`config.mk`:
```
export PLATFORM = sky130hd
export DESIGN_NAME = stroke_proximity_hit_test_unit
export DESIGN_NICKNAME = d
export VERILOG_FILES = /design/src/hw/rtl/sphtu_pkg.sv /design/src/hw/rtl/sphtu_front.sv /design/src/hw/rtl/sphtu_queue.sv /design/src/hw/rtl/sphtu_back.sv /design/src/hw/rtl/stroke_proximity_hit_test_unit.sv
export VERILOG_INCLUDE_DIRS = /design/src /design/src/hw/rtl
export SDC_FILE = /design/constraint.sdc
export NUM_CORES = 2
export LEC_CHECK = 0
export BUFFER_PORTS_ARGS = -buffer_cell sky130_fd_sc_hd__buf_2
export CELL_PAD_IN_SITES_DETAIL_PLACEMENT = 1
export CELL_PAD_IN_SITES_GLOBAL_PLACEMENT = 1
export CORE_AREA = 2 2 428 430
export DETAILED_ROUTE_END_ITERATION = 8
export DIE_AREA = 0 0 430 432
export GPL_TIMING_DRIVEN = 0
export PLACE_DENSITY = 0.83
export SETUP_SLACK_MARGIN = 0.4
export SLEW_MARGIN = 20
export SYNTH_ARGS = -nofsm -noshare
export SYNTH_HDL_FRONTEND = slang
export SYNTH_SLANG_ARGS = --single-unit
export TNS_END_PERCENT = 50
```
`constraint.sdc`:
```
create_clock -name clk_i -period 20.5 [get_ports clk_i]
set_input_delay 1.025 -clock clk_i [delete_from_list [all_inputs] [get_ports clk_i]]
set_output_delay 1.025 -clock clk_i [all_outputs]
set_load 0.02 [all_outputs]
```
`src/hw/rtl/stroke_proximity_hit_test_unit_macros.svh`:
```
// Assertion helpers shared by the RTL modules.
// Both macros expect clk_i and rst_ni in the scope where they are used.
`ifndef STROKE_PROXIMITY_HIT_TEST_UNIT_MACROS_SVH
`define STROKE_PROXIMITY_HIT_TEST_UNIT_MACROS_SVH
`ifndef SYNTHESIS
`define SPHTU_ASSERT(label, prop) \
  label: assert property (@(posedge clk_i) disable iff (!rst_ni) prop) \
    else $error("%m: property failed");
`define SPHTU_ASSERT_NEVER(label, expr) \
  label: assert property (@(posedge clk_i) disable iff (!rst_ni) !(expr)) \
    else $error("%m: forbidden condition seen");
`else
`define SPHTU_ASSERT(label, prop)
`define SPHTU_ASSERT_NEVER(label, expr)
`endif
`endif

```
`src/hw/rtl/sphtu_pkg.sv`:
```
package sphtu_pkg;

  // default coordinate code width (signed fixed point, raw codes)
  localparam int unsigned COORD_BITS_DEF = 24;

  // entries in the queue between classifier and evaluator
  localparam int unsigned QUEUE_DEPTH = 2;

  // APB register window
  localparam int unsigned APB_ADDR_BITS = 4;
  localparam int unsigned APB_DATA_BITS = 32;

  // register indexes (byte address = 4 * index)
  typedef enum logic [1:0] {
    REG_QUERY_X       = 2'd0,
    REG_QUERY_Y       = 2'd1,
    REG_SEARCH_RADIUS = 2'd2
  } reg_idx_e;

  // per-segment control carried alongside the operand vector
  typedef struct packed {
    logic last;    // closes the stroke, a result is due
    logic single;  // stroke of one point, tested against the point itself
  } item_ctrl_t;

  // operand vector: six (coord+1)-bit differences and one coord-bit threshold
  function automatic int unsigned item_bits(int unsigned coord_bits);
    return 7 * coord_bits + 6;
  endfunction

endpackage

```
`src/hw/rtl/sphtu_front.sv`:
```
`include "stroke_proximity_hit_test_unit_macros.svh"

module sphtu_front #(
  parameter int unsigned COORD_BITS = sphtu_pkg::COORD_BITS_DEF
) (
  input  logic                                           clk_i,
  input  logic                                           rst_ni,
  // point stream
  input  logic                                           in_valid_i,
  output logic                                           in_ready_o,
  input  logic signed [COORD_BITS-1:0]                   point_x_i,
  input  logic signed [COORD_BITS-1:0]                   point_y_i,
  input  logic [COORD_BITS-2:0]                          stroke_width_i,
  input  logic                                           last_point_i,
  // configuration
  input  logic signed [COORD_BITS-1:0]                   query_x_i,
  input  logic signed [COORD_BITS-1:0]                   query_y_i,
  input  logic [COORD_BITS-2:0]                          search_radius_i,
  // queue write side
  output logic                                           push_o,
  output logic [sphtu_pkg::item_bits(COORD_BITS)-1:0]    push_data_o,
  output sphtu_pkg::item_ctrl_t                          push_ctrl_o,
  input  logic                                           q_full_i
);

  localparam int unsigned SW = COORD_BITS + 1;

  logic signed [COORD_BITS-1:0] prev_x_q, prev_y_q;
  logic                         have_prev_q;
  logic                         accept;
  logic signed [SW-1:0]         px, py, ax, ay, qx, qy;
  logic signed [SW-1:0]         ux, uy, vx, vy, dx, dy;
  logic [COORD_BITS-1:0]        thr;

  // handshake: every point is taken while the queue has room
  assign in_ready_o = !q_full_i;
  assign accept     = in_valid_i && in_ready_o;

  // segment start: previous point, or the point itself for a lone point
  assign px = SW'(point_x_i);
  assign py = SW'(point_y_i);
  assign ax = have_prev_q ? SW'(prev_x_q) : px;
  assign ay = have_prev_q ? SW'(prev_y_q) : py;
  assign qx = SW'(query_x_i);
  assign qy = SW'(query_y_i);

  // differences: start to query, end to query, start to end
  assign ux = qx - ax;
  assign uy = qy - ay;
  assign vx = qx - px;
  assign vy = qy - py;
  assign dx = px - ax;
  assign dy = py - ay;

  // threshold: radius plus half the width, truncated
  assign thr = COORD_BITS'(search_radius_i) + COORD_BITS'(stroke_width_i >> 1);

  // a first point that is not last only gets stored
  assign push_o             = accept && (have_prev_q || last_point_i);
  assign push_data_o        = {thr, dy, dx, vy, vx, uy, ux};
  assign push_ctrl_o.last   = last_point_i;
  assign push_ctrl_o.single = !have_prev_q;

  // stroke tracking
  always_ff @(posedge clk_i or negedge rst_ni) begin
    if (!rst_ni) begin
      prev_x_q    <= '0;
      prev_y_q    <= '0;
      have_prev_q <= 1'b0;
    end else if (accept) begin
      if (last_point_i) begin
        prev_x_q    <= '0;
        prev_y_q    <= '0;
        have_prev_q <= 1'b0;
      end else begin
        prev_x_q    <= point_x_i;
        prev_y_q    <= point_y_i;
        have_prev_q <= 1'b1;
      end
    end
  end

  // a stroke stays open exactly until its last point is taken
  `SPHTU_ASSERT(a_stroke_tracking, (in_valid_i && in_ready_o) |=> (have_prev_q == !$past(last_point_i)))

endmodule

```
`src/hw/rtl/sphtu_queue.sv`:
```
`include "stroke_proximity_hit_test_unit_macros.svh"

module sphtu_queue #(
  parameter int unsigned COORD_BITS = sphtu_pkg::COORD_BITS_DEF
) (
  input  logic                                           clk_i,
  input  logic                                           rst_ni,
  input  logic                                           push_i,
  input  logic [sphtu_pkg::item_bits(COORD_BITS)-1:0]    push_data_i,
  input  sphtu_pkg::item_ctrl_t                          push_ctrl_i,
  output logic                                           full_o,
  input  logic                                           pop_i,
  output logic                                           valid_o,
  output logic [sphtu_pkg::item_bits(COORD_BITS)-1:0]    pop_data_o,
  output sphtu_pkg::item_ctrl_t                          pop_ctrl_o
);

  localparam int unsigned DW    = sphtu_pkg::item_bits(COORD_BITS);
  localparam int unsigned DEPTH = sphtu_pkg::QUEUE_DEPTH;
  localparam int unsigned PTR_W = $clog2(DEPTH);
  localparam int unsigned CNT_W = $clog2(DEPTH + 1);

  logic [DW-1:0]         data_q [DEPTH];
  sphtu_pkg::item_ctrl_t ctrl_q [DEPTH];
  logic [PTR_W-1:0]      wr_ptr_q, rd_ptr_q;
  logic [CNT_W-1:0]      count_q;

  assign full_o     = (count_q == CNT_W'(DEPTH));
  assign valid_o    = (count_q != '0);
  assign pop_data_o = data_q[rd_ptr_q];
  assign pop_ctrl_o = ctrl_q[rd_ptr_q];

  // entry storage
  always_ff @(posedge clk_i) begin
    if (push_i) begin
      data_q[wr_ptr_q] <= push_data_i;
      ctrl_q[wr_ptr_q] <= push_ctrl_i;
    end
  end

  // pointers and fill level
  always_ff @(posedge clk_i or negedge rst_ni) begin
    if (!rst_ni) begin
      wr_ptr_q <= '0;
      rd_ptr_q <= '0;
      count_q  <= '0;
    end else begin
      if (push_i) begin
        wr_ptr_q <= (wr_ptr_q == PTR_W'(DEPTH - 1)) ? '0 : wr_ptr_q + 1'b1;
      end
      if (pop_i) begin
        rd_ptr_q <= (rd_ptr_q == PTR_W'(DEPTH - 1)) ? '0 : rd_ptr_q + 1'b1;
      end
      if (push_i && !pop_i) begin
        count_q <= count_q + 1'b1;
      end else if (pop_i && !push_i) begin
        count_q <= count_q - 1'b1;
      end
    end
  end

  `SPHTU_ASSERT_NEVER(a_no_overflow, push_i && (count_q == CNT_W'(DEPTH)) && !pop_i)
  `SPHTU_ASSERT_NEVER(a_no_underflow, pop_i && (count_q == '0))

endmodule

```
`src/hw/rtl/sphtu_back.sv`:
```
`include "stroke_proximity_hit_test_unit_macros.svh"

module sphtu_back #(
  parameter int unsigned COORD_BITS = sphtu_pkg::COORD_BITS_DEF
) (
  input  logic                                           clk_i,
  input  logic                                           rst_ni,
  // queue read side
  input  logic                                           q_valid_i,
  input  logic [sphtu_pkg::item_bits(COORD_BITS)-1:0]    q_data_i,
  input  sphtu_pkg::item_ctrl_t                          q_ctrl_i,
  output logic                                           pop_o,
  // result stream
  output logic                                           out_valid_o,
  input  logic                                           out_ready_i,
  output logic                                           hit_o
);

  localparam int unsigned SW    = COORD_BITS + 1;       // signed difference
  localparam int unsigned MW    = COORD_BITS + 1;       // multiplier operand
  localparam int unsigned PW    = 2 * MW;               // multiplier product
  localparam int unsigned HW    = 2 * COORD_BITS + 1;   // wide magnitudes (cross, len2)
  localparam int unsigned TW    = 2 * COORD_BITS;       // squared threshold
  localparam int unsigned AW    = 4 * COORD_BITS + 3;   // accumulator
  localparam int unsigned NOPS  = 6;
  localparam int unsigned CNT_W = 3;

  // operand slots, in the order the classifier packs them
  localparam int unsigned IX_UX = 0;
  localparam int unsigned IX_UY = 1;
  localparam int unsigned IX_VX = 2;
  localparam int unsigned IX_VY = 3;
  localparam int unsigned IX_DX = 4;
  localparam int unsigned IX_DY = 5;

  // sequencer states
  localparam logic [1:0] ST_IDLE  = 2'd0;
  localparam logic [1:0] ST_ISSUE = 2'd1;
  localparam logic [1:0] ST_DRAIN = 2'd2;

  // evaluation phases
  localparam logic [2:0] PH_T2    = 3'd0;  // t*t
  localparam logic [2:0] PH_DOTA  = 3'd1;  // u.d
  localparam logic [2:0] PH_DOTB  = 3'd2;  // v.d
  localparam logic [2:0] PH_CROSS = 3'd3;  // u x d
  localparam logic [2:0] PH_LEN   = 3'd4;  // d.d
  localparam logic [2:0] PH_CMP   = 3'd5;  // t2*len2 - cross^2
  localparam logic [2:0] PH_NEARU = 3'd6;  // t2 - |u|^2
  localparam logic [2:0] PH_NEARV = 3'd7;  // t2 - |v|^2

  // partial product alignment
  localparam logic [1:0] SH_0 = 2'd0;
  localparam logic [1:0] SH_1 = 2'd1;
  localparam logic [1:0] SH_2 = 2'd2;

  logic [1:0]            state_q, state_d;
  logic [2:0]            phase_q, phase_d;
  logic [CNT_W-1:0]      cnt_q, cnt_d, cnt_last;
  logic                  load;

  logic [SW-1:0]         fld   [NOPS];
  logic [MW-1:0]         mag_w [NOPS];
  logic                  sgn_w [NOPS];
  logic [MW-1:0]         mag_q [NOPS];
  logic                  sgn_q [NOPS];
  logic [MW-1:0]         t_q;
  sphtu_pkg::item_ctrl_t ctrl_q;

  logic [TW-1:0]         t2_q, t2_d;
  logic [HW-1:0]         l2_q, l2_d, cm_q, cm_d;
  logic [HW-1:0]         big_x, big_y;

  logic [MW-1:0]         opa, opb;
  logic                  ineg;
  logic [1:0]            ish;
  logic [PW-1:0]         prod_q, prod_d;
  logic                  pneg_q, pv_q, pv_d;
  logic [1:0]            psh_q;

  logic signed [AW-1:0]  acc_q, acc_d, acc_sum, acc_shift, acc_add, acc_abs;
  logic                  acc_le0, seg_hit;

  logic                  hit_so_far_q, hit_so_far_d;
  logic                  out_valid_q, out_valid_d, hit_q, hit_d;

  assign pop_o       = (state_q == ST_IDLE) && q_valid_i;
  assign load        = pop_o;
  assign out_valid_o = out_valid_q;
  assign hit_o       = hit_q;

  // magnitudes and signs of the incoming differences
  always_comb begin
    for (int i = 0; i < NOPS; i++) begin
      fld[i]   = q_data_i[i*SW +: SW];
      sgn_w[i] = fld[i][SW-1];
      mag_w[i] = fld[i][SW-1] ? MW'(-fld[i]) : MW'(fld[i]);
    end
  end

  // wide operands for the final comparison, split into halves
  assign big_x = cnt_q[2] ? cm_q : HW'(t2_q);
  assign big_y = cnt_q[2] ? cm_q : l2_q;

  // number of products per phase, minus one
  always_comb begin
    case (phase_q)
      PH_T2:   cnt_last = CNT_W'(0);
      PH_CMP:  cnt_last = CNT_W'(7);
      default: cnt_last = CNT_W'(1);
    endcase
  end

  // operand selection for the shared multiplier
  always_comb begin
    opa  = '0;
    opb  = '0;
    ineg = 1'b0;
    ish  = SH_0;
    case (phase_q)
      PH_T2: begin
        opa = t_q;
        opb = t_q;
      end
      PH_DOTA: begin
        if (cnt_q[0]) begin
          opa  = mag_q[IX_UY];
          opb  = mag_q[IX_DY];
          ineg = sgn_q[IX_UY] ^ sgn_q[IX_DY];
        end else begin
          opa  = mag_q[IX_UX];
          opb  = mag_q[IX_DX];
          ineg = sgn_q[IX_UX] ^ sgn_q[IX_DX];
        end
      end
      PH_DOTB: begin
        if (cnt_q[0]) begin
          opa  = mag_q[IX_VY];
          opb  = mag_q[IX_DY];
          ineg = sgn_q[IX_VY] ^ sgn_q[IX_DY];
        end else begin
          opa  = mag_q[IX_VX];
          opb  = mag_q[IX_DX];
          ineg = sgn_q[IX_VX] ^ sgn_q[IX_DX];
        end
      end
      PH_CROSS: begin
        if (cnt_q[0]) begin
          opa  = mag_q[IX_UY];
          opb  = mag_q[IX_DX];
          ineg = !(sgn_q[IX_UY] ^ sgn_q[IX_DX]);
        end else begin
          opa  = mag_q[IX_UX];
          opb  = mag_q[IX_DY];
          ineg = sgn_q[IX_UX] ^ sgn_q[IX_DY];
        end
      end
      PH_LEN: begin
        opa = cnt_q[0] ? mag_q[IX_DY] : mag_q[IX_DX];
        opb = opa;
      end
      PH_CMP: begin
        // four partials of t2*len2 added, then four of cross^2 subtracted
        opa  = cnt_q[1] ? MW'(big_x[HW-1:MW]) : big_x[MW-1:0];
        opb  = cnt_q[0] ? MW'(big_y[HW-1:MW]) : big_y[MW-1:0];
        ineg = cnt_q[2];
        ish  = (cnt_q[1:0] == 2'b00) ? SH_0 : ((cnt_q[1:0] == 2'b11) ? SH_2 : SH_1);
      end
      PH_NEARU: begin
        opa  = cnt_q[0] ? mag_q[IX_UY] : mag_q[IX_UX];
        opb  = opa;
        ineg = 1'b1;
      end
      PH_NEARV: begin
        opa  = cnt_q[0] ? mag_q[IX_VY] : mag_q[IX_VX];
        opb  = opa;
        ineg = 1'b1;
      end
      default: begin
        opa = '0;
      end
    endcase
  end

  assign prod_d = PW'(opa) * PW'(opb);

  // accumulate the registered product at its alignment
  always_comb begin
    case (psh_q)
      SH_1:    acc_shift = AW'(prod_q) << MW;
      SH_2:    acc_shift = AW'(prod_q) << (2 * MW);
      default: acc_shift = AW'(prod_q);
    endcase
  end

  assign acc_add = pneg_q ? -acc_shift : acc_shift;
  assign acc_sum = pv_q ? acc_q + acc_add : acc_q;
  assign acc_abs = acc_sum[AW-1] ? -acc_sum : acc_sum;
  assign acc_le0 = acc_sum[AW-1] || (acc_sum == '0);
  assign seg_hit = !acc_sum[AW-1];

  // sequencer
  always_comb begin
    state_d      = state_q;
    phase_d      = phase_q;
    cnt_d        = cnt_q;
    pv_d         = 1'b0;
    acc_d        = acc_sum;
    t2_d         = t2_q;
    l2_d         = l2_q;
    cm_d         = cm_q;
    hit_so_far_d = hit_so_far_q;
    out_valid_d  = out_valid_q && !out_ready_i;
    hit_d        = hit_q;
    case (state_q)
      ST_IDLE: begin
        if (q_valid_i) begin
          acc_d   = '0;
          phase_d = PH_T2;
          cnt_d   = '0;
          state_d = ST_ISSUE;
        end
      end
      ST_ISSUE: begin
        pv_d = 1'b1;
        if (cnt_q == cnt_last) begin
          cnt_d   = '0;
          state_d = ST_DRAIN;
        end else begin
          cnt_d = cnt_q + 1'b1;
        end
      end
      ST_DRAIN: begin
        // last product lands in acc_sum; pick the next phase
        state_d = ST_ISSUE;
        acc_d   = '0;
        case (phase_q)
          PH_T2: begin
            t2_d = acc_sum[TW-1:0];
            if (ctrl_q.single) begin
              phase_d = PH_NEARU;
              acc_d   = AW'(t2_d);
            end else begin
              phase_d = PH_DOTA;
            end
          end
          PH_DOTA: begin
            // query projects before the segment start
            if (acc_le0) begin
              phase_d = PH_NEARU;
              acc_d   = AW'(t2_q);
            end else begin
              phase_d = PH_DOTB;
            end
          end
          PH_DOTB: begin
            // query projects past the segment end
            if (!acc_sum[AW-1]) begin
              phase_d = PH_NEARV;
              acc_d   = AW'(t2_q);
            end else begin
              phase_d = PH_CROSS;
            end
          end
          PH_CROSS: begin
            cm_d    = acc_abs[HW-1:0];
            phase_d = PH_LEN;
          end
          PH_LEN: begin
            l2_d    = acc_sum[HW-1:0];
            phase_d = PH_CMP;
          end
          PH_CMP, PH_NEARU, PH_NEARV: begin
            // segment decided; hold here while the result slot is busy
            acc_d   = acc_sum;
            state_d = ST_DRAIN;
            if (!ctrl_q.last) begin
              hit_so_far_d = hit_so_far_q || seg_hit;
              state_d      = ST_IDLE;
            end else if (!out_valid_q || out_ready_i) begin
              out_valid_d  = 1'b1;
              hit_d        = hit_so_far_q || seg_hit;
              hit_so_far_d = 1'b0;
              state_d      = ST_IDLE;
            end
          end
          default: begin
            state_d = ST_IDLE;
          end
        endcase
      end
      default: begin
        state_d = ST_IDLE;
      end
    endcase
  end

  // control state
  always_ff @(posedge clk_i or negedge rst_ni) begin
    if (!rst_ni) begin
      state_q      <= ST_IDLE;
      phase_q      <= PH_T2;
      cnt_q        <= '0;
      pv_q         <= 1'b0;
      hit_so_far_q <= 1'b0;
      out_valid_q  <= 1'b0;
    end else begin
      state_q      <= state_d;
      phase_q      <= phase_d;
      cnt_q        <= cnt_d;
      pv_q         <= pv_d;
      hit_so_far_q <= hit_so_far_d;
      out_valid_q  <= out_valid_d;
    end
  end

  // datapath registers
  always_ff @(posedge clk_i) begin
    if (load) begin
      for (int i = 0; i < NOPS; i++) begin
        mag_q[i] <= mag_w[i];
        sgn_q[i] <= sgn_w[i];
      end
      t_q    <= MW'(q_data_i[sphtu_pkg::item_bits(COORD_BITS)-1 -: COORD_BITS]);
      ctrl_q <= q_ctrl_i;
    end
    prod_q <= prod_d;
    pneg_q <= ineg;
    psh_q  <= ish;
    acc_q  <= acc_d;
    t2_q   <= t2_d;
    l2_q   <= l2_d;
    cm_q   <= cm_d;
    hit_q  <= hit_d;
  end

  `SPHTU_ASSERT(a_prod_in_flight, pv_q |-> (state_q == ST_ISSUE || state_q == ST_DRAIN))
  `SPHTU_ASSERT(a_result_src, $rose(out_valid_q) |-> $past(state_q == ST_DRAIN && phase_q >= PH_CMP))
  `SPHTU_ASSERT(a_flag_cleared, $rose(out_valid_q) |-> !hit_so_far_q)

endmodule

```
`src/hw/rtl/stroke_proximity_hit_test_unit.sv`:
```
// A lone-point stroke takes the shortest path through the evaluator; of the segment paths,
// the full clamp-and-compare path is the longest.
// The evaluator takes one segment at a time through the single shared (COORD_BITS+1)-bit
// multiplier that computes every product in turn.
// A 2-entry queue lets the point port keep accepting while a segment is evaluated.
// Reset (rst_ni, async, active low) clears stroke state, hit flag, result valid, config regs.
module stroke_proximity_hit_test_unit #(
  parameter int unsigned COORD_BITS = sphtu_pkg::COORD_BITS_DEF
) (
  input  logic                                    clk_i,
  input  logic                                    rst_ni,
  // point stream
  input  logic                                    in_valid_i,
  output logic                                    in_ready_o,
  input  logic signed [COORD_BITS-1:0]            point_x_i,
  input  logic signed [COORD_BITS-1:0]            point_y_i,
  input  logic [COORD_BITS-2:0]                   stroke_width_i,
  input  logic                                    last_point_i,
  // result stream
  output logic                                    out_valid_o,
  input  logic                                    out_ready_i,
  output logic                                    hit_o,
  // APB configuration
  input  logic                                    psel,
  input  logic                                    penable,
  input  logic                                    pwrite,
  input  logic [sphtu_pkg::APB_ADDR_BITS-1:0]     paddr,
  input  logic [sphtu_pkg::APB_DATA_BITS-1:0]     pwdata,
  output logic [sphtu_pkg::APB_DATA_BITS-1:0]     prdata,
  output logic                                    pready
);

  localparam int unsigned DW = sphtu_pkg::item_bits(COORD_BITS);
  localparam int unsigned DB = sphtu_pkg::APB_DATA_BITS;
  localparam int unsigned AB = sphtu_pkg::APB_ADDR_BITS;

  logic signed [COORD_BITS-1:0] query_x_q, query_y_q;
  logic [COORD_BITS-2:0]        search_radius_q;
  logic [AB-3:0]                reg_sel;
  logic                         cfg_wr;

  logic                         push, q_full, q_valid, pop;
  logic [DW-1:0]                push_data, pop_data;
  sphtu_pkg::item_ctrl_t        push_ctrl, pop_ctrl;

  // register file
  assign pready  = 1'b1;
  assign reg_sel = paddr[AB-1:2];
  assign cfg_wr  = psel && penable && pwrite && pready;

  always_ff @(posedge clk_i or negedge rst_ni) begin
    if (!rst_ni) begin
      query_x_q       <= '0;
      query_y_q       <= '0;
      search_radius_q <= '0;
    end else if (cfg_wr) begin
      case (reg_sel)
        sphtu_pkg::REG_QUERY_X:       query_x_q       <= pwdata[COORD_BITS-1:0];
        sphtu_pkg::REG_QUERY_Y:       query_y_q       <= pwdata[COORD_BITS-1:0];
        sphtu_pkg::REG_SEARCH_RADIUS: search_radius_q <= pwdata[COORD_BITS-2:0];
        default: begin
        end
      endcase
    end
  end

  // read back, query sign-extended
  always_comb begin
    case (reg_sel)
      sphtu_pkg::REG_QUERY_X:       prdata = DB'(query_x_q);
      sphtu_pkg::REG_QUERY_Y:       prdata = DB'(query_y_q);
      sphtu_pkg::REG_SEARCH_RADIUS: prdata = DB'(search_radius_q);
      default:                      prdata = '0;
    endcase
  end

  // classifier: stroke tracking and differences
  sphtu_front #(
    .COORD_BITS(COORD_BITS)
  ) u_front (
    .clk_i          (clk_i),
    .rst_ni         (rst_ni),
    .in_valid_i     (in_valid_i),
    .in_ready_o     (in_ready_o),
    .point_x_i      (point_x_i),
    .point_y_i      (point_y_i),
    .stroke_width_i (stroke_width_i),
    .last_point_i   (last_point_i),
    .query_x_i      (query_x_q),
    .query_y_i      (query_y_q),
    .search_radius_i(search_radius_q),
    .push_o         (push),
    .push_data_o    (push_data),
    .push_ctrl_o    (push_ctrl),
    .q_full_i       (q_full)
  );

  // segment queue
  sphtu_queue #(
    .COORD_BITS(COORD_BITS)
  ) u_queue (
    .clk_i      (clk_i),
    .rst_ni     (rst_ni),
    .push_i     (push),
    .push_data_i(push_data),
    .push_ctrl_i(push_ctrl),
    .full_o     (q_full),
    .pop_i      (pop),
    .valid_o    (q_valid),
    .pop_data_o (pop_data),
    .pop_ctrl_o (pop_ctrl)
  );

  // evaluator: shared multiplier sequence and hit flag
  sphtu_back #(
    .COORD_BITS(COORD_BITS)
  ) u_back (
    .clk_i      (clk_i),
    .rst_ni     (rst_ni),
    .q_valid_i  (q_valid),
    .q_data_i   (pop_data),
    .q_ctrl_i   (pop_ctrl),
    .pop_o      (pop),
    .out_valid_o(out_valid_o),
    .out_ready_i(out_ready_i),
    .hit_o      (hit_o)
  );

endmodule

```
**Word-level counts from Yosys, hierarchy flattened**

Memories as Yosys holds them, arrays and structs flattened. A register that Yosys moved wholly into a read port is not among the register bits.
Cells that the tools add are included.

- Register bits: 458
- Latch bits: 0
- Memory bits (writable): 508
- ROM bits: 0
- Input bits: 115
- Word-level logic and storage cells: 190
- Memories: 4

Memories:

| name | words | width | rd ports | clocked after Yosys merged registers in | write ports | RTL line | source |
|---|---|---|---|---|---|---|---|
| u_queue.data_q | 2 | 174 | 1 | 0 | 1 | sphtu_queue.sv:23 | `logic [DW-1:0] data_q [DEPTH];` |
| u_back.mag_q | 6 | 25 | 6 | 0 | 6 | sphtu_back.sv:64 | `logic [MW-1:0] mag_q [NOPS];` |
| u_back.sgn_q | 6 | 1 | 6 | 0 | 6 | sphtu_back.sv:65 | `logic sgn_q [NOPS];` |
| u_queue.ctrl_q | 2 | 2 | 1 | 1 | 1 | sphtu_queue.sv:24 | `sphtu_pkg::item_ctrl_t ctrl_q [DEPTH];` |

- Add/sub/neg operators: 21
- Multipliers: 1
- Div/mod/pow operators: 0
- $lt $le $gt $ge: 0
- Eq/ne operators: 20
- Shifts and indexed selects: 0
- Multiplexer cells: 67
- Bitwise logic cells: 7
- Reduce and logical (&&, ||, !) cells: 46

Operators with widths:

| operator | count |
|---|---|
| $pmux W99 S2 | 2 |
| $pmux W99 S4 | 1 |
| $mux W25 | 14 |
| $mux W99 | 3 |
| $neg A25 Y25 | 6 |
| $pmux W25 S6 | 1 |
| $mux W49 | 3 |
| $mux W48 | 3 |
| $pmux W25 S5 | 1 |
| $sub A24 B25 Y25 | 4 |
| $add A99 B99 Y99 | 1 |
| $logic_not A99 Y1 | 1 |
| $neg A99 Y99 | 1 |
| $pmux W32 S3 | 1 |
| $mul A25 B25 Y50 | 1 |
| $sub A24 B24 Y25 | 2 |
| $neg A49 Y49 | 1 |
| $mux W24 | 2 |
| $add A23 B22 Y24 | 1 |
| $pmux W3 S2 | 3 |
| $mux W1 | 17 |
| $mux W2 | 8 |
| $reduce_and A2 Y1 | 8 |
| $mux W3 | 5 |
| 28 further kinds | 72 |

**Longest topological paths before layout**

- Word-level depth: 11
- Gate-level depth with buffers: 42
- Gate-level depth less buffers: 38

**By module**

Synthesis repeated with hierarchy kept, for this count alone.

- Cell total of the unflattened synthesis: 8507
- Area total of the unflattened synthesis: 82731.8 um^2

Modules (own cells, without submodules):

| module | instances | cells each | area an instance (um^2) | seq. area each (um^2) |
|---|---|---|---|---|
| sphtu_back | 1 | 6232 | 54897.7 | 13197.7 |
| sphtu_queue | 1 | 564 | 13429.1 | 10670.2 |
| sphtu_front | 1 | 1468 | 11100.6 | 1226.2 |
| stroke_proximity_hit_test_unit | 1 | 243 | 3304.4 | 1776.7 |

**Least setup slack after synthesis**

OpenSTA, ideal clock, no wires.

- Kind: register to register
- Start: register u_back.cnt_q[0]
- End: register u_back.prod_q[48]
- Library setup time: 0.072 ns
- Arrival time: 10.681 ns
- Required time: 20.428 ns
- Setup slack: 9.747 ns
- Stages on the path, launching flop included: 42
- Path buffers: 6
- Cells stage by stage: dfrtp_1 -> clkbuf_1 -> buf_1 -> clkbuf_1 -> buf_1 -> buf_1 -> mux2i_1 -> a211oi_1 -> nor2_1 -> nor2_1 -> clkbuf_1 -> nand2_1 -> fa_1 -> inv_1 -> fa_1 -> inv_1 -> fa_1 -> inv_1 -> (+6 left out) -> fa_1 -> inv_1 -> ha_1 -> a21o_1 -> a21o_1 -> a21oi_1 -> o21ai_0 -> a21o_1 -> a21o_1 -> nor2_1 -> o21ai_0 -> o211ai_1 -> nand3_1 -> o41ai_1 -> o21ai_0 -> and3_1 -> a221oi_1 -> xnor2_1

- Word-level cells in the longest chain between the ends: 3
- Elaborated cells between the ends (all ways): 8

RTL lines:

| what | RTL line | source |
|---|---|---|
| start, declared | sphtu_back.sv:58 | `logic [CNT_W-1:0] cnt_q, cnt_d, cnt_last;` |
| start signal, assigned | sphtu_back.sv:309 | `cnt_q <= cnt_d;` |
| $mux W25 (on tied branches) | - |  |
| $pmux W25 S6 / $pmux W25 S5 (equally long branches) | sphtu_back.sv:119 | `case (phase_q)` |
| $mul A25 B25 Y50 * | sphtu_back.sv:184 | `assign prod_d = PW'(opa) * PW'(opb);` |
| via u_back.prod_d[48] | sphtu_back.sv:76 | `logic [PW-1:0] prod_q, prod_d;` |
| end signal, assigned | sphtu_back.sv:326 | `prod_q <= prod_d;` |
| end, declared | sphtu_back.sv:76 |  |

Mark *: on every way through the listed nets, which the timed path passes. The rest lies on a longest branch.
A chain may end at the register's enable or synchronous reset.

**Final worst setup path**

- Start: register u_back.cnt_q[0]
- End: register u_back.prod_q[46]

The elaborated chain is that of the path after synthesis.

==> impl_metrics.csv <==
group,metric,value,unit
status,status,"completed",
synthesis,synth-edff-count,681,
final_layout,multiInputGateArea,49500,um2
setup_path,cpLargestDelayFamily,"buffers and inverters",
final_layout,fillers,20728,
timing,layout_min_cycle_time,14310,ps
cts,cts.clk_slew.worst_paths,60,ps
run,maxCapViolCount,0,
final_layout,syn_to_final_growth,10.2,%
cts,ctsHtreeMaxLevel,3,
synthesis,ys_ff_latch,968,
floorplanning,die-area,186000,um2
synthesis,muxShareOfSynthArea,0.0601,
synthesis,synth_compound_area_frac,0.145,
timing,finalMaxSlewViolations,0,
setup_path,crit_path_max_incr_delay,810,ps
floorplanning,ios,151,
placed_design,dp_hpwl,288000,um
cts,ctsHoldBuffers,0,
setup_path,critical_path.slowest_cell,"a211oi_1",
synthesis,synth_top_area_frac,0.252,
route,vias,70867,
grt,use_met2,0.616,
cts,numCtsBuffers,110,
floorplanning,rows,157,
synthesis,synth.distinct_cells,93,
setup_path,crit_buf_inv,14,
timing,finalHoldViolCount,0,
timing,slew_headroom,0.169,
synthesis,synthCells,8604,
synthesis,synthAdderAreaFrac,0.203,
placed_design,portBuffers,136,
grt,grt_pass1_vias,75000,
grt,top_usage_layer,"met2",
timing,setup_viol,0,
timing,min_period_over_period,0.698,
route,drc,0,
route,avgViaCountPerCell,6.23,
synthesis,synth_top_flop_cell,"edfxtp_1",
floorplanning,core-area,182000,um2
timing,fmax,69.9,MHz
placed_design,gp_congestion,1.00,
final_layout,regArea,26900,um2
setup_path,rr_startpoint,"u_back.cnt_q[0]$_DFFE_PN0P_",
synthesis,syn-cell-area,81200,um2
cts,cts_tree,"yes",
synthesis,syn_avg_cell_area,9.44,um2
setup_path,critical_path.startpoint,"u_back.cnt_q[0]$_DFFE_PN0P_",
hold_path,hold_path.class,"in2async",
synthesis,synth-simple-area-share,0.148,
route,drtPass1Iterations,7,
cts,clk-insertion-delay-late,850,ps
cts,postCtsSetupBuffers,0,
route,wl_per_cell,31.1,um
synthesis,synth_area_leaders,"edfxtp_1, fa_1, ha_1",
setup_path,end_kind,"flop",
floorplanning,die_w,430,um
synthesis,yosys_warnings,0,
synthesis,yosysTopAreaCell,"edfxtp_1",
grt,grtUsageTotal,0.374,
timing,rsz0062_at_grt,"false",
setup_path,cp.required,21240,ps
setup_path,crit_fanout,10,
route,wl,353000,um
final_layout,nets,9994,
cts,cts_root_buf,"clkbuf_16",
timing,worst_pin_slew,1240,ps
cts,clk_path_buf_depth,3,
synthesis,async_flop_share,0.139,
setup_path,setup.worst_path.start_class,"flop",
floorplanning,start_util,0.447,
route,drt_iter0_drc,6600,
synthesis,synthXorXnorAreaFrac,0.0508,
grt,grt_pass1_wl,507000,um
grt,grt_remaining_overflow,0,
cts,cts.repair.resized,0,
synthesis,ys_seq_area_frac,0.331,
timing,fin_skew,101,ps
grt,grt_use_met3,0.0735,
synthesis,synth_top_family_by_area,"adder cells",
cts,cts_sinks,968,
setup_path,arrival,15050,ps
grt,met1_usage,0.436,
route,drtAntennaViolNets,0,
final_layout,drive_gt1_frac,0.0723,
grt,grt_max_degree,113,
floorplanning,dieHeight,432,um
synthesis,synth_nets,9716,
timing,tns,0,ps
grt,antenna_found_initial,14,
setup_path,crit_type,"reg2reg",
-- through the flow --
stage                     hold slack [ps]  utilization  std cells  setup WS (ps)  instance area (um2)
final                                 226        0.493      11368           6190                89500
after global routing                  253        0.493      11363           5480                89500
after CTS                             216        0.492      11362           5840                89500
after detailed placement              467        0.471      11154           5950                85600
after global placement                458        0.467      11125           5140                84900
after floorplan                       448            -       8604           9750                81200
-- cells in the final DEF (no fill, tap or decap), types with 31 or more instances in the layout --
master and count:
inv_1 907, nand3_1 102, a22oi_1 32, and3_1 87
clkbuf_16 113, edfxtp_1 681, o21bai_1 31, buf_1 49
o32ai_1 80, fa_1 534, nor2b_1 105, nor4_1 31
mux2i_1 257, or2_2 41, dfrtp_1 135, nor2_1 730
a211oi_1 56, a21oi_1 361, o211ai_1 32, nand2b_1 152
a21o_1 95, nor3_1 165, mux4_2 47, xnor2_1 310
mux2_2 106, xor2_1 161, nand2_1 958, o21a_1 72
buf_2 156, or3_1 55, a21boi_0 48, ha_1 463
dfxtp_1 152, o22ai_1 44, a31oi_1 54, nand4_1 68
o21ai_0 471, o31ai_1 94, clkbuf_1 355, and2_1 53
-- final timing paths --
path	endpoint	slack (ps)	depth (start not counted)
setup / recovery	u_back.prod_q[46]$_DFF_P_	6190	42
setup reg to reg	u_back.prod_q[46]$_DFF_P_	6190	42
hold reg to reg	u_front.prev_x_q[3]$_DFFE_PN0P_	480	2
max in group asynchronous	u_front.prev_y_q[2]$_DFFE_PN0P_	19460	2
min in group clk_i	query_x_q[5]$_DFFE_PN0P_	470	2
hold / removal	search_radius_q[17]$_DFFE_PN0P_	230	1
-- cells by family (layout without fill, tap and decap cells) --
logic type | Yosys count | count (layout)
AND/OR/NAND/NOR | 2628 | 2628
AO/OA/AOI/OAI | 1786 | 1786
buffers and inverters | 1337 | 1711
adder cells (fa/ha/maj) | 997 | 997
flip-flops | 968 | 968
XOR/XNOR | 471 | 471
multiplexers | 416 | 416
other | 1 | 6
-- area by class of cell --
type	count	area share
antenna	5	0.000140
buffer	426	0.0188
clock buffer	142	0.0345
clock inverter	66	0.00829
inverter	911	0.0383
multi-input combinational	6299	0.553
sequential	968	0.300
tap	2385	0.0333
timing repair buffer	166	0.0136
-- sequential cells by signal, indices dropped and copies added (netlist names), 3 cells and up --
signal / count
u_queue.ctrl_q: 4
u_queue.data_q: 348
query_x_q: 24
u_back.prod_q: 50
u_back.t_q: 24
query_y_q: 24
u_back.cm_q: 49
u_back.cnt_q: 3
u_back.sgn_q: 6
u_back.acc_q: 99
u_back.phase_q: 3
u_front.prev_y_q: 24
u_back.mag_q: 150
search_radius_q: 23
u_front.prev_x_q: 24
u_back.l2_q: 49
u_back.t2_q: 48
-- synthesized netlist by cell type, types with 54 or more instances --
| master | number |
|---|---|
| a211oi_1 | 57 |
| a21o_1 | 95 |
| a21oi_1 | 362 |
| a31oi_1 | 54 |
| and2_1 | 54 |
| and3_1 | 87 |
| buf_1 | 60 |
| clkbuf_1 | 344 |
| dfrtp_1 | 135 |
| dfxtp_1 | 152 |
| edfxtp_1 | 681 |
| fa_1 | 534 |
| ha_1 | 463 |
| inv_1 | 908 |
| mux2_2 | 106 |
| mux2i_1 | 263 |
| nand2_1 | 958 |
| nand2b_1 | 152 |
| nand3_1 | 102 |
| nand4_1 | 68 |
| nor2_1 | 741 |
| nor2b_1 | 105 |
| nor3_1 | 168 |
| o21a_1 | 72 |
| o21ai_0 | 483 |
| o31ai_1 | 97 |
| o32ai_1 | 80 |
| or3_1 | 55 |
| xnor2_1 | 310 |
| xor2_1 | 161 |
-- worst register-to-register path: cells and delay by family, from the launching register on --
kind / cells / cell delay [ps]
buffers and inverters: 14 / 4370
adders and majority gates: 8 / 4010
AOI/OAI and AO/OA: 12 / 3490
and+or+nand+nor: 6 / 1610
DFF: 1 / 350
muxes: 1 / 250
xor gates and xnor gates: 1 / 180
-- per-layer routing --
layer  share of wire  wire [um]
met3           0.077      27200
met4           0.084      29800
met1            0.37     131000
met5         0.00024         86
met2            0.47     165000
Power is not shown: default switching activity piles up to over one toggle a cycle in this logic, so the estimate is an artifact.
